### config.mk
export PLATFORM = sky130hd
export DESIGN_NAME = aob_ctrl
export DESIGN_NICKNAME = d
export VERILOG_FILES = /design/src/hw/rtl/aob_pkg.sv /design/src/hw/rtl/aob_ctrl.sv
export SDC_FILE = /design/constraint.sdc
export NUM_CORES = 1
export LEC_CHECK = 0
export BUFFER_PORTS_ARGS = -buffer_cell sky130_fd_sc_hd__buf_2
export CORE_AREA = 2 2 39 41
export CTS_BUF_LIST = sky130_fd_sc_hd__clkbuf_2
export DETAILED_ROUTE_END_ITERATION = 10
export DIE_AREA = 0 0 41 43
export PLACE_DENSITY = 0.84
export REMOVE_ABC_BUFFERS = 1
export SLEW_MARGIN = 40
export SYNTH_ARGS = -nofsm -noshare
export SYNTH_HDL_FRONTEND = slang
export SYNTH_SLANG_ARGS = --single-unit
### constraint.sdc
create_clock -name clk -period 3.9 [get_ports clk]
set_clock_uncertainty 0.2 [all_clocks]
set_input_delay 0.39 -clock clk [delete_from_list [all_inputs] [get_ports clk]]
set_output_delay 0.39 -clock clk [all_outputs]
set_load 0.02 [all_outputs]
### src/hw/rtl/aob_pkg.sv
// ----------------------------------------------------------------------------
// aob_pkg
// Shared types, codes and table builders of the additive oscillator bank.
// ----------------------------------------------------------------------------
`default_nettype none

package aob_pkg;

  localparam logic [1:0] CMD_WRITE   = 2'd0;
  localparam logic [1:0] CMD_SAMPLE  = 2'd1;
  localparam logic [1:0] CMD_RESTART = 2'd2;

  localparam logic [2:0] REG_FRAME_LEN   = 3'd0;
  localparam logic [2:0] REG_FRAME_RECIP = 3'd1;
  localparam logic [2:0] REG_BASE_STEP   = 3'd2;
  localparam logic [2:0] REG_OUT_GAIN    = 3'd3;
  localparam logic [2:0] REG_ACTIVE      = 3'd4;

  localparam int PIDX_W = 4;

  localparam logic [63:0] LN2_Q30     = 64'd744261118;
  localparam logic [63:0] HALF_PI_Q30 = 64'd1686629713;
  localparam logic [63:0] ONE_Q30     = 64'd1 << 30;

  typedef struct packed {
    logic [15:0] off;
    logic [15:0] gain;
  } row_ent_t;

  typedef struct packed {
    logic              wr_ctl;
    logic              restart;
    logic              calc_w;
    logic              issue;
    logic [PIDX_W-1:0] p_idx;
    logic              finish;
  } ctl_cmd_t;

  typedef struct packed {
    logic pipe_empty;
  } dp_sts_t;

  // shift-subtract quotient, used only while the tables are built
  function automatic logic [63:0] udiv64(logic [63:0] num, logic [63:0] den);
    logic [63:0] q;
    logic [64:0] rem;
    q   = '0;
    rem = '0;
    for (int i = 63; i >= 0; i--) begin
      rem = {rem[63:0], num[i]};
      if (rem >= {1'b0, den}) begin
        rem  = rem - {1'b0, den};
        q[i] = 1'b1;
      end
    end
    return q;
  endfunction

  // 2^(k/2^bits) in Q1.16
  function automatic logic [16:0] exp_entry(int unsigned k, int unsigned bits);
    logic [63:0] x;
    logic [63:0] y;
    logic [63:0] sum;
    logic [63:0] term;
    int unsigned n;
    x    = 64'(k) << (30 - bits);
    y    = (x * LN2_Q30) >> 30;
    sum  = ONE_Q30;
    term = ONE_Q30;
    for (n = 1; n <= 16; n++) begin
      term = udiv64((term * y) >> 30, 64'(n));
      sum  = sum + term;
    end
    return 17'((sum + 64'd8192) >> 14);
  endfunction

  // sin of a quarter-wave step, scale 32767
  function automatic logic [14:0] qsine_entry(int unsigned a, int unsigned bits);
    logic [63:0] x;
    logic [63:0] x2;
    logic [63:0] term;
    longint      sum;
    int unsigned n;
    x    = (64'(a) * HALF_PI_Q30) >> (bits - 2);
    x2   = (x * x) >> 30;
    term = x;
    sum  = longint'(x);
    for (n = 1; n <= 10; n++) begin
      term = udiv64((term * x2) >> 30, 64'(2 * n) * 64'(2 * n + 1));
      if ((n & 1) == 1) sum = sum - longint'(term);
      else sum = sum + longint'(term);
    end
    if (sum < 0) sum = 0;
    if (sum > longint'(ONE_Q30)) sum = longint'(ONE_Q30);
    return 15'((64'(sum) * 64'd32767 + (64'd1 << 29)) >> 30);
  endfunction

endpackage

`default_nettype wire

### src/hw/rtl/aob_ctrl.sv
// ----------------------------------------------------------------------------
// aob_ctrl
// Command sequencer: decodes input beats, issues partials, drives output valid.
// ----------------------------------------------------------------------------
`default_nettype none

module aob_ctrl import aob_pkg::*; #(
  parameter int MAX_PARTIALS = 8
) (
  input  wire logic       clk,
  input  wire logic       rst_n,
  input  wire logic       in_valid,
  output logic            in_stall,
  input  wire logic [1:0] in_command,
  input  wire logic       out_stall,
  output logic            out_valid,
  input  wire logic [3:0] active,
  input  wire dp_sts_t    sts,
  output ctl_cmd_t        cmd
);

  localparam logic [2:0] S_IDLE  = 3'd0;
  localparam logic [2:0] S_ISSUE = 3'd1;
  localparam logic [2:0] S_DRAIN = 3'd2;
  localparam logic [2:0] S_FIN   = 3'd3;

  logic [2:0]        state_r, state_nxt;
  logic [PIDX_W-1:0] p_r, p_nxt;
  logic              out_valid_r, out_valid_nxt;
  logic [4:0]        n_eff;

  assign n_eff     = (32'(active) > MAX_PARTIALS) ? 5'(MAX_PARTIALS) : {1'b0, active};
  assign in_stall  = (state_r != S_IDLE);
  assign out_valid = out_valid_r;

  always_comb begin
    state_nxt     = state_r;
    p_nxt         = p_r;
    out_valid_nxt = out_valid_r && out_stall;
    cmd           = '0;
    cmd.p_idx     = p_r;
    unique case (state_r)
      S_IDLE: begin
        if (in_valid) begin
          unique case (in_command)
            CMD_WRITE:   cmd.wr_ctl = 1'b1;
            CMD_RESTART: cmd.restart = 1'b1;
            CMD_SAMPLE: begin
              cmd.calc_w = 1'b1;
              p_nxt      = '0;
              state_nxt  = (n_eff == 5'd0) ? S_DRAIN : S_ISSUE;
            end
            default: ;
          endcase
        end
      end
      S_ISSUE: begin
        cmd.issue = 1'b1;
        if ({1'b0, p_r} == n_eff - 5'd1) begin
          state_nxt = S_DRAIN;
        end else begin
          p_nxt = p_r + 1'b1;
        end
      end
      S_DRAIN: begin
        if (sts.pipe_empty) state_nxt = S_FIN;
      end
      S_FIN: begin
        if (!out_valid_r || !out_stall) begin
          cmd.finish    = 1'b1;
          out_valid_nxt = 1'b1;
          state_nxt     = S_IDLE;
        end
      end
      default: state_nxt = S_IDLE;
    endcase
  end

  always_ff @(posedge clk) begin
    if (!rst_n) begin
      state_r     <= S_IDLE;
      p_r         <= '0;
      out_valid_r <= 1'b0;
    end else begin
      state_r     <= state_nxt;
      p_r         <= p_nxt;
      out_valid_r <= out_valid_nxt;
    end
  end

endmodule

`default_nettype wire

# Yosys cells after proc, flatten, opt, wreduce, memory -nomap -nowiden
# Index checks and enable logic that the tools add are counted.
# op_classes
multipliers	0
eq_ne	12
n_div	0
shift	0
magnitude_cmp	1
bitwise_logic	0
n_addsub	2
mux	22
n_reduce_logical	11
# op_table
operator	count
$mux W3	7
$mux W4	4
$pmux W3 S4	1
$ne A2 B2 Y1 const B	5
$mux W1	8
$pmux W4 S2	1
$eq A3 B2 Y1 const B	2
$eq A4 B5 Y1	1
$logic_not A5 Y1	1
$reduce_and A5 Y1	1
$sub A4 B1 Y5 const B	1
$add A4 B1 Y4 const B	1
$gt A4 B4 Y1 const B	1
$reduce_and A4 Y1	1
$eq A3 B1 Y1 const B	1
$logic_not A3 Y1	1
$reduce_bool A3 Y1	1
$eq A2 B1 Y1 const B	1
$eq A2 B2 Y1 const B	1
$logic_not A1 Y1	2
$logic_not A2 Y1	1
$mux W2	1
$ne A2 B1 Y1 const B	1
$reduce_bool A2 Y1	1
other kinds (2)	2
# word_totals
mem_count	0
register_bits	8
ram_bits	0
output_inout_bits	11
latchBits	0
in_bits	11
romBits	0

# Logic depth before layout (Yosys ltp)
# Gate-level depths: netlist (run 1).
# depth
word_depth	7
ltp_mapped	7
depth_no_buf	7

# Least setup slack after synthesis (run 1)
# No wires, ideal clock.
# synth_timing
kind	in2reg
from	input active[0]
to	register p_r[2]
arrival_time_ps	1957
stages	7
required_ps	3641
path_slack_ps	1685
path_cell_list	or2b_1 -> ha_1 -> xnor2_1 -> a2111oi_4 -> a31oi_4 -> a211oi_2 -> a31o_1
# synth_between
elab_chain_len	6
# synth_rtl
item	line_no	rtl
start, declared	aob_ctrl.sv:17	input wire logic [3:0] active,
$gt A4 B4 Y1	aob_ctrl.sv:32	assign n_eff = (32'(active) > MAX_PARTIALS) ? 5'(MAX_PARTIALS) : {1'b0, active};
$mux W4 *	aob_ctrl.sv:32	
$sub A4 B1 Y5 *	aob_ctrl.sv:59	if ({1'b0, p_r} == n_eff - 5'd1) begin
$eq A4 B5 Y1 *	aob_ctrl.sv:59	
$ne A2 B2 Y1 (no source line) *	--	
$reduce_and A4 Y1 (no source line) *	--	
end signal, assigned	aob_ctrl.sv:86	p_r <= p_nxt;
end, declared	aob_ctrl.sv:28	logic [PIDX_W-1:0] p_r, p_nxt;
# Every way passes the cells marked *; elsewhere a longest branch is shown, timed or not.
# A chain may end at the register's enable or synchronous reset.

# Final worst setup path (run 1)
# Ends and elaborated chain as after synthesis.

==> metrics, run 1 <==
Worst Path Buf+Inv=1; most area-hungry cell type in the Yosys netlist=dfxtp_1; drt pass-1 iters=4; dominant cells by area after synthesis=dfxtp_1, ha_1, nand2_1; ANT nets after route=0; setup bufs post-CTS=0; R2R setup slack=1.75 ns; initial antenna violation count=0; Initial Util=0.445; share of cells above drive strength 1=0.310; Worst Setup SP=active[0]; htree depth=1; Worst path max stage delay=0.36 ns; final setup TNS=0 ns; WL final=1.28 mm; Yosys reg bits=7; CTS tree=done; slowest stage cell, crit path=a2111oi_4; CP endpoint kind=register; crit-path cells=buf_2, or2b_1, ha_1, xnor2_1, a2111oi_4, a31oi_4, a211oi_2, a31o_1; Critical Path RT=3.86 ns; vias in the first global route=503; Critical Path End=p_r[2]$_SDFFE_PN0P_; fmax=0.447 GHz; synthesized instance count=75; Hold Vio Cnt, Final=0; Synthesis Warnings=0; worst hold path depth=3; first-pass GRT wire length=2.02 mm; Slew Viols, Final=0; worst r2r path cells=7; Final Power=0.348 mW; # DRC=0; clk buf depth=2; critical path data arrival time=2.20 ns; IO buf count=21; Tcrit/Tclk final=0.573; GRT overflow=0; Placer Congestion=0.738; register area share after synthesis=0.228; vias per cell=5.16; VDD IR max=0.000256 V; # rows=14; CTS Hold Bufs=0; Setup CP Type=in2reg; die height=43 um; Slew headroom=0.638; HP Class=in2reg; largest net degree at the start of global routing=9; worst-margin pin slew=0.538 ns; Post-synth EDFFs=0; Multi-input gate area=445 sq um; sequential cell area=140 sq um; Top FF cell, synth=dfxtp_1; status=completed; Worst-path clk slew=0.07 ns; Skew-Pair Late Insertion Delay=0.22 ns; WP depth=8; worst r2r src=state_r[0]$_SDFFE_PN0P_; dpl hpwl=1.08 mm; via count=598; area grow syn2layout=23.6%; unique cell type count in the Yosys netlist=30; startpoint types=primary input; Detailed Route Iter0 Violations=2; Synth top area share=0.228; CP Max Fanout=7; max cap viols=0; pwr/cell area=458 mW/mm^2; cell leakage power=0.361 nW; Syn Area/Cell=8.21 sq um; Tmin final=2.24 ns; worst reg2reg path endpoint=p_r[2]$_SDFFE_PN0P_; clock sink total=7; die width=41 um; clk root buf=clkbuf_2; GR Util All Layers=0.165; diode count=0; CP top delay family=compound AO/OA/AOI/OAI gates; area of the mapped netlist=616 sq um; routed len/inst=11.0 um; Layout Nets=118; Ports=22; Fillers=144; RSZ-0062 raised after global routing=false; asr flop ratio synth=0; endpoints failing setup=0; PostCTS Resize Cnt=0; CTS Buf Count=3; Core ar.=0.00138 sq mm; die area=0.00176 sq mm
==> worst min-delay path, cell delays in order <==
cell and delay [ns]:
buf_2 0.10, a21oi_1 0.06, nor2b_1 0.10
==> sequential cells by signal, indices dropped and copies added (netlist names) <==
register / flops
p_r: 4
out_valid: 1
state_r: 2
==> worst min-delay path by stage <==
| stage | startpoint | to | slack, ns |
|---|---|---|---|
| 2_1_floorplan | state_r[1]$_SDFFE_PN0P_ | state_r[1]$_SDFFE_PN0P_ | 0.27 |
| 3_3_place_gp | state_r[1]$_SDFFE_PN0P_ | state_r[1]$_SDFFE_PN0P_ | 0.30 |
| 3_5_place_dp | state_r[1]$_SDFFE_PN0P_ | state_r[1]$_SDFFE_PN0P_ | 0.30 |
| 4_1_cts | out_stall | out_valid$_SDFF_PN0_ | 0.26 |
| 5_1_grt | out_stall | out_valid$_SDFF_PN0_ | 0.29 |
| 6_report | out_stall | out_valid$_SDFF_PN0_ | 0.27 |
==> routing by layer <==
metal | global-route usage | vias to the layer above | wire length [um]
met1 | 0.220 | 270 | 574
met4 | 0.0800 | 0 | 8
met3 | 0.0157 | 2 | 55
met2 | 0.253 | 11 | 639
li1 | - | 315 | -
met5 | 0 | - | 0
==> layout by cell type, fill, tap and decap left out, drive strengths merged, types with 2 or more instances in the layout <==
master	n
a31oi	2
o21ai	6
nor2b	2
xnor2	3
ha	6
buf	21
nand2	10
nor2	3
a21o	2
mux2i	2
nand3	3
a21oi	4
nor3b	2
dfxtp	7
inv	8
clkbuf	4
==> cell families after synthesis <==
group,Yosys count,share of synthesized area
AOI/OAI and AO/OA,19,0.256
xor gates and xnor gates,3,0.0427
adders and majority gates,6,0.122
buffers and inverters,8,0.0488
DFF,7,0.228
muxes,2,0.0325
and+or+nand+nor,30,0.270
==> synth_stat cells, drive strengths merged, types with 2 or more instances <==
master / count
mux2i: 2
nor3b: 2
o21ai: 6
a21oi: 4
nand3: 3
nor2: 3
inv: 8
ha: 6
xnor2: 3
dfxtp: 7
a31oi: 2
nor2b: 2
a21o: 2
nand2: 10
==> per-stage QoR <==
step                      worst slack (ns)  std cells  utilization  hold WS (ns)  cell area [sq um]
after floorplan                       1.68         75            -         0.271                616
final                                 1.66        116        0.550         0.267                761
after global placement                1.50        112        0.535         0.296                741
after global routing                  1.58        116        0.550         0.290                761
after detailed placement              1.42        112        0.535         0.302                741
after CTS                             1.66        116        0.550         0.258                761
==> where the power goes <==
| group | total (mW) | switching, mW | internal [mW] |
|---|---|---|---|
| sequential | 0.104 | 0.0202 | 0.0840 |
| clock | 0.0514 | 0.0242 | 0.0273 |
| combinational | 0.193 | 0.115 | 0.0776 |
| total | 0.348 | 0.159 | 0.189 |
==> area by class of cell <==
type,instances,share of cell area
Clock buffer,4,0.0263
Inverter,8,0.0395
Multi-Input combinational cell,60,0.586
Sequential cell,7,0.184
Tap cell,16,0.0263
Timing Repair Buffer,21,0.138
Power figures use the tool's default switching activity.
==> run 2: changes to the inputs <==
==> constraint.sdc (replaced) <==
create_clock -name clk -period 2.29 [get_ports clk]
set_clock_uncertainty 0.2 [all_clocks]
set_input_delay 0.229 -clock clk [delete_from_list [all_inputs] [get_ports clk]]
set_output_delay 0.229 -clock clk [all_outputs]
set_load 0.02 [all_outputs]
==> metrics, run 2 (synthesis results as in run 1) <==
htree depth=1 (unchanged); DP Area=763 sq um (+3.0%); slowest stage cell, crit path=a2111oi_4; Tcrit/Tclk final=0.873; Core ar.=0.00138 sq mm (unchanged); status=completed; Placer Congestion=0.746 (+1.1%); drt pass-1 iters=4 (unchanged); most frequent cells in the layout=buf_2, nand2_1, inv_1; CTS Hold Bufs=0 (unchanged); fmax=0.500 GHz; IO buf count=21 (unchanged); Critical Path RT=2.26 ns (-1.60 ns); vias per cell=5.14 (-0.24%); Worst path max stage delay=0.36 ns (about the same); worst r2r src=state_r[1]$_SDFFE_PN0P_; die width=41 um (unchanged); clk buf depth=2 (unchanged); setup bufs post-CTS=0 (unchanged); endpoints failing setup=0 (unchanged); die area=0.00176 sq mm (unchanged); die height=43 um (unchanged); Detailed Route Iter0 Violations=9 (+7); first-pass GRT wire length=2.10 mm (+4.1%); Slew Viols, Final=0 (unchanged); VDD IR max=0.000378 V (+48%); critical path data arrival time=1.97 ns (-0.23 ns); pwr/cell area=755 mW/mm^2 (+65%); # rows=14 (unchanged); final setup TNS=0 ns (unchanged); met3 GRT Util=0.0157 (unchanged); Setup CP Type=in2reg; worst-margin pin slew=0.367 ns (-0.171 ns); Tmin final=2.00 ns; dpl hpwl=1.02 mm (-5.2%); cell leakage power=0.375 nW (+3.9%); via count=612 (+2.3%); Hold Vio Cnt, Final=0 (unchanged); Initial Util=0.445 (unchanged); crit-path cells=buf_2, or2b_1, ha_1, xnor2_1, a2111oi_4, a31oi_4, a211oi_2, a31o_1; CP top delay family=compound AO/OA/AOI/OAI gates; pre-CTS setup slack=0.0595 ns (-1.36 ns); area grow syn2layout=27.2%; clock sink total=7 (unchanged); GRT Max-Usage Layer=met2; max cap viols=0 (unchanged); Worst Setup SP=active[3]; hold_ws=0.106 ns (-0.161 ns); M2 GR Usage=0.269 (+0.0156); RSZ-0062 raised after global routing=false; Worst Path Buf+Inv=1 (unchanged); Fillers=131 (-9.0%); initial antenna violation count=0 (unchanged); Worst-path clk slew=0.07 ns (about the same); Skew-Pair Late Insertion Delay=0.22 ns (about the same); final instance area=783 sq um (+3.0%); commonest non-fill, non-tap cell in the layout=buf_2; GR Util All Layers=0.173 (+0.00787); M1 GR Usage=0.210 (-0.0104); Slew headroom=0.755 (+0.117); hold_sp=out_stall; PostCTS Resize Cnt=0 (unchanged); Util after Layout=0.566 (+0.0163); placed cells=115 (+2.7%); WL final=1.22 mm (-4.2%); CP endpoint kind=register; Final Worst Setup Slack=0.290 ns (-1.37 ns); Final Power=0.591 mW (+70%); startpoint types=primary input; post-layout instance count excluding filler cells=119 (+2.6%); GRT overflow=0 (unchanged); max reg flops=4 (unchanged); CTS tree=done; CP Max Fanout=7 (unchanged); largest net degree at the start of global routing=9 (unchanged); routed len/inst=10.3 um (-6.6%); # DRC=0 (unchanged); Biggest register=p_r; diode count=0 (unchanged); Ports=22 (unchanged); vias in the first global route=557 (+11%); share of cells above drive strength 1=0.330 (+0.0201); Layout Nets=121 (+2.5%); ANT nets after route=0 (unchanged); HP Class=in2reg; clk root buf=clkbuf_2; CTS Buf Count=3 (unchanged)
==> run 2: final timing paths <==
| kind | end | slack (ns) | cells past startpoint |
|---|---|---|---|
| worst min-delay path | out_valid$_SDFF_PN0_ | 0.11 | 3 |
| worst min register to register | state_r[1]$_SDFFE_PN0P_ | 0.31 | 2 |
| worst max register to register | p_r[2]$_SDFFE_PN0P_ | 0.35 | 8 |
| worst max-delay path | p_r[2]$_SDFFE_PN0P_ | 0.29 | 8 |
==> run 2: tightest hold or removal path, stage by stage <==
cell and delay, ns:
buf_2 0.10, a21oi_1 0.06, nor2b_1 0.10
==> run 2: power by group <==
group	internal (mW)	switching (mW)
clock	0.0464	0.0409
combinational	0.135	0.192
sequential	0.143	0.0329
total	0.325	0.266
==> run 2: area by class of cell <==
class	count	area [sq um]	area share
clock buffers	4	20.0	0.0256
inverters	8	30.0	0.0383
well taps	16	20.0	0.0256
repair buffers	24	128	0.163
flip-flops and latches	7	140	0.179
multi-input cells	60	445	0.569
==> run 2: metal layers <==
metal | up-vias | wire (um)
met5 | - | 0
met4 | 0 | 8
met3 | 2 | 52
met2 | 9 | 602
met1 | 275 | 561
li1 | 326 | -
==> run 3: changes to the inputs <==
--- a/config.mk
+++ b/config.mk
@@ -7,7 +7,7 @@
 export LEC_CHECK = 0
 export BUFFER_PORTS_ARGS = -buffer_cell sky130_fd_sc_hd__buf_2
 export CORE_AREA = 2 2 39 41
-export CTS_BUF_LIST = sky130_fd_sc_hd__clkbuf_2
+export CTS_BUF_LIST = sky130_fd_sc_hd__clkbuf_8
 export DETAILED_ROUTE_END_ITERATION = 10
 export DIE_AREA = 0 0 41 43
 export PLACE_DENSITY = 0.84
==> metrics, run 3 (synthesis results as in run 1) <==
setup bufs post-CTS=0 (unchanged); worst r2r path cells=8 (unchanged); Critical Path RT=2.26 ns (about the same); RSZ-0062 raised after global routing=false; diode count=0 (unchanged); PostCTS Resize Cnt=0 (unchanged); Placer Congestion=0.746 (unchanged); startpoint types=primary input; Worst Path Buf+Inv=1 (unchanged); vias per cell=5.14 (unchanged); IO buf count=21 (unchanged); status=completed; GR Util All Layers=0.174 (+0.00101); CP Max Fanout=7 (unchanged); # DRC=0 (unchanged); Slew Viols, Final=0 (unchanged); WL final=1.23 mm (+0.74%); crit-path cells=buf_2, or2b_1, ha_1, xnor2_1, a2111oi_4, a31oi_4, a211oi_2, a31o_1; worst hold path depth=3 (unchanged); CP top delay family=compound AO/OA/AOI/OAI gates; htree depth=1 (unchanged); Fillers=128 (-2.3%); Core ar.=0.00138 sq mm (unchanged); Tcrit/Tclk final=0.873 (about the same); initial antenna violation count=0 (unchanged); largest net degree at the start of global routing=9 (unchanged); Ports=22 (unchanged); WP depth=8 (unchanged); worst-margin pin slew=0.367 ns (+0.000000119 ns); CTS Buf Count=3 (unchanged); clk buf depth=2 (unchanged); CP endpoint kind=register; Tmin final=2.00 ns (-0.000424 ns); GRT overflow=0 (unchanged); # rows=14 (unchanged); commonest non-fill, non-tap cell in the layout=buf_2; endpoints failing setup=0 (unchanged); Initial Util=0.445 (unchanged); drt pass-1 iters=4 (unchanged); routed len/inst=10.4 um (+0.74%); max cap viols=0 (unchanged); CTS Hold Bufs=0 (unchanged); Slew headroom=0.755 (unchanged); Detailed Route Iter0 Violations=12 (+3); Hold Vio Cnt, Final=0 (unchanged); HP Class=in2reg; Layout Nets=121 (unchanged); Util after Layout=0.584 (+0.0181); pwr/cell area=827 mW/mm^2 (+9.5%); slowest stage cell, crit path=a2111oi_4; most frequent cells in the layout=buf_2, nand2_1, inv_1; vias in the first global route=554 (-0.54%); share of cells above drive strength 1=0.320 (-0.00971); dpl hpwl=1.02 mm (unchanged); fmax=0.500 GHz (about the same); clk root buf=clkbuf_8; die width=41 um (unchanged); R2R setup slack=0.35 ns (about the same); CTS tree=done; via count=612 (unchanged); first-pass GRT wire length=2.12 mm (+0.67%); clock sink total=7 (unchanged); Worst-path clk slew=0.04 ns (-0.03 ns); Setup CP Type=in2reg; die area=0.00176 sq mm (unchanged); max reg flops=4 (unchanged); DP Area=763 sq um (unchanged); Skew-Pair Late Insertion Delay=0.22 ns (about the same); Biggest register=p_r; VDD IR max=0.000461 V (+22%); critical path data arrival time=1.97 ns (about the same); area grow syn2layout=31.3%; final instance area=808 sq um (+3.2%); ANT nets after route=0 (unchanged); final setup TNS=0 ns (unchanged); cell leakage power=0.385 nW (+2.7%); die height=43 um (unchanged); Worst path max stage delay=0.36 ns (about the same)
[run 3: cell count changes in the layout (fill, tap and decap cells not counted), sizes merged]
cell / delta
clkbuf: -1
inv: +1
[run 3: cell type report]
type	count	area (sq um)	area share
multi-input combinational	60	445	0.551
sequential	7	140	0.173
timing repair buffer	24	128	0.158
clock buffer	3	41.3	0.0511
inverter	8	30.0	0.0372
tap	16	20.0	0.0248
clock inverter	1	3.75	0.00464
[run 3: worst reg2reg max path, delay by kind of cell, from the launching register on]
family / cells / cell delay (ns)
buf+inv: 3 / 0.35
simple gates: 2 / 0.35
compound gates: 2 / 0.36
fa+ha+maj: 1 / 0.25
flops: 1 / 0.33
[run 3: stage by stage]
stage	hold WS (ns)	setup slack [ns]	power [mW]	instances
detailed placement	0.309	0.0595	0.508	115
floorplan	0.157	0.236	0.421	75
finish	0.109	0.291	0.668	119
global placement	0.292	0.115	0.500	115
global route	0.130	0.141	0.731	119
CTS	0.103	0.292	0.679	119
[run 3: path summary, 6_finish.rpt]
kind                             end                    start
max reg2reg      p_r[2]$_SDFFE_PN0P_  state_r[1]$_SDFFE_PN0P_
min reg2reg  state_r[1]$_SDFFE_PN0P_  state_r[1]$_SDFFE_PN0P_
max              p_r[2]$_SDFFE_PN0P_                active[3]
min             out_valid$_SDFF_PN0_                out_stall
[run 3: routing by layer]
layer / track usage / up-vias / wire length [um]
met5: 0 / - / 0
met4: 0.120 / 0 / 8
met3: 0.0157 / 2 / 49
met2: 0.272 / 9 / 613
met1: 0.210 / 276 / 562
li1: - / 325 / -
[run 3: power breakdown]
group | switching [mW] | internal (mW) | leakage, nW
clock | 0.0480 | 0.115 | 0.0269
sequential | 0.0329 | 0.144 | 0.0568
combinational | 0.192 | 0.135 | 0.301
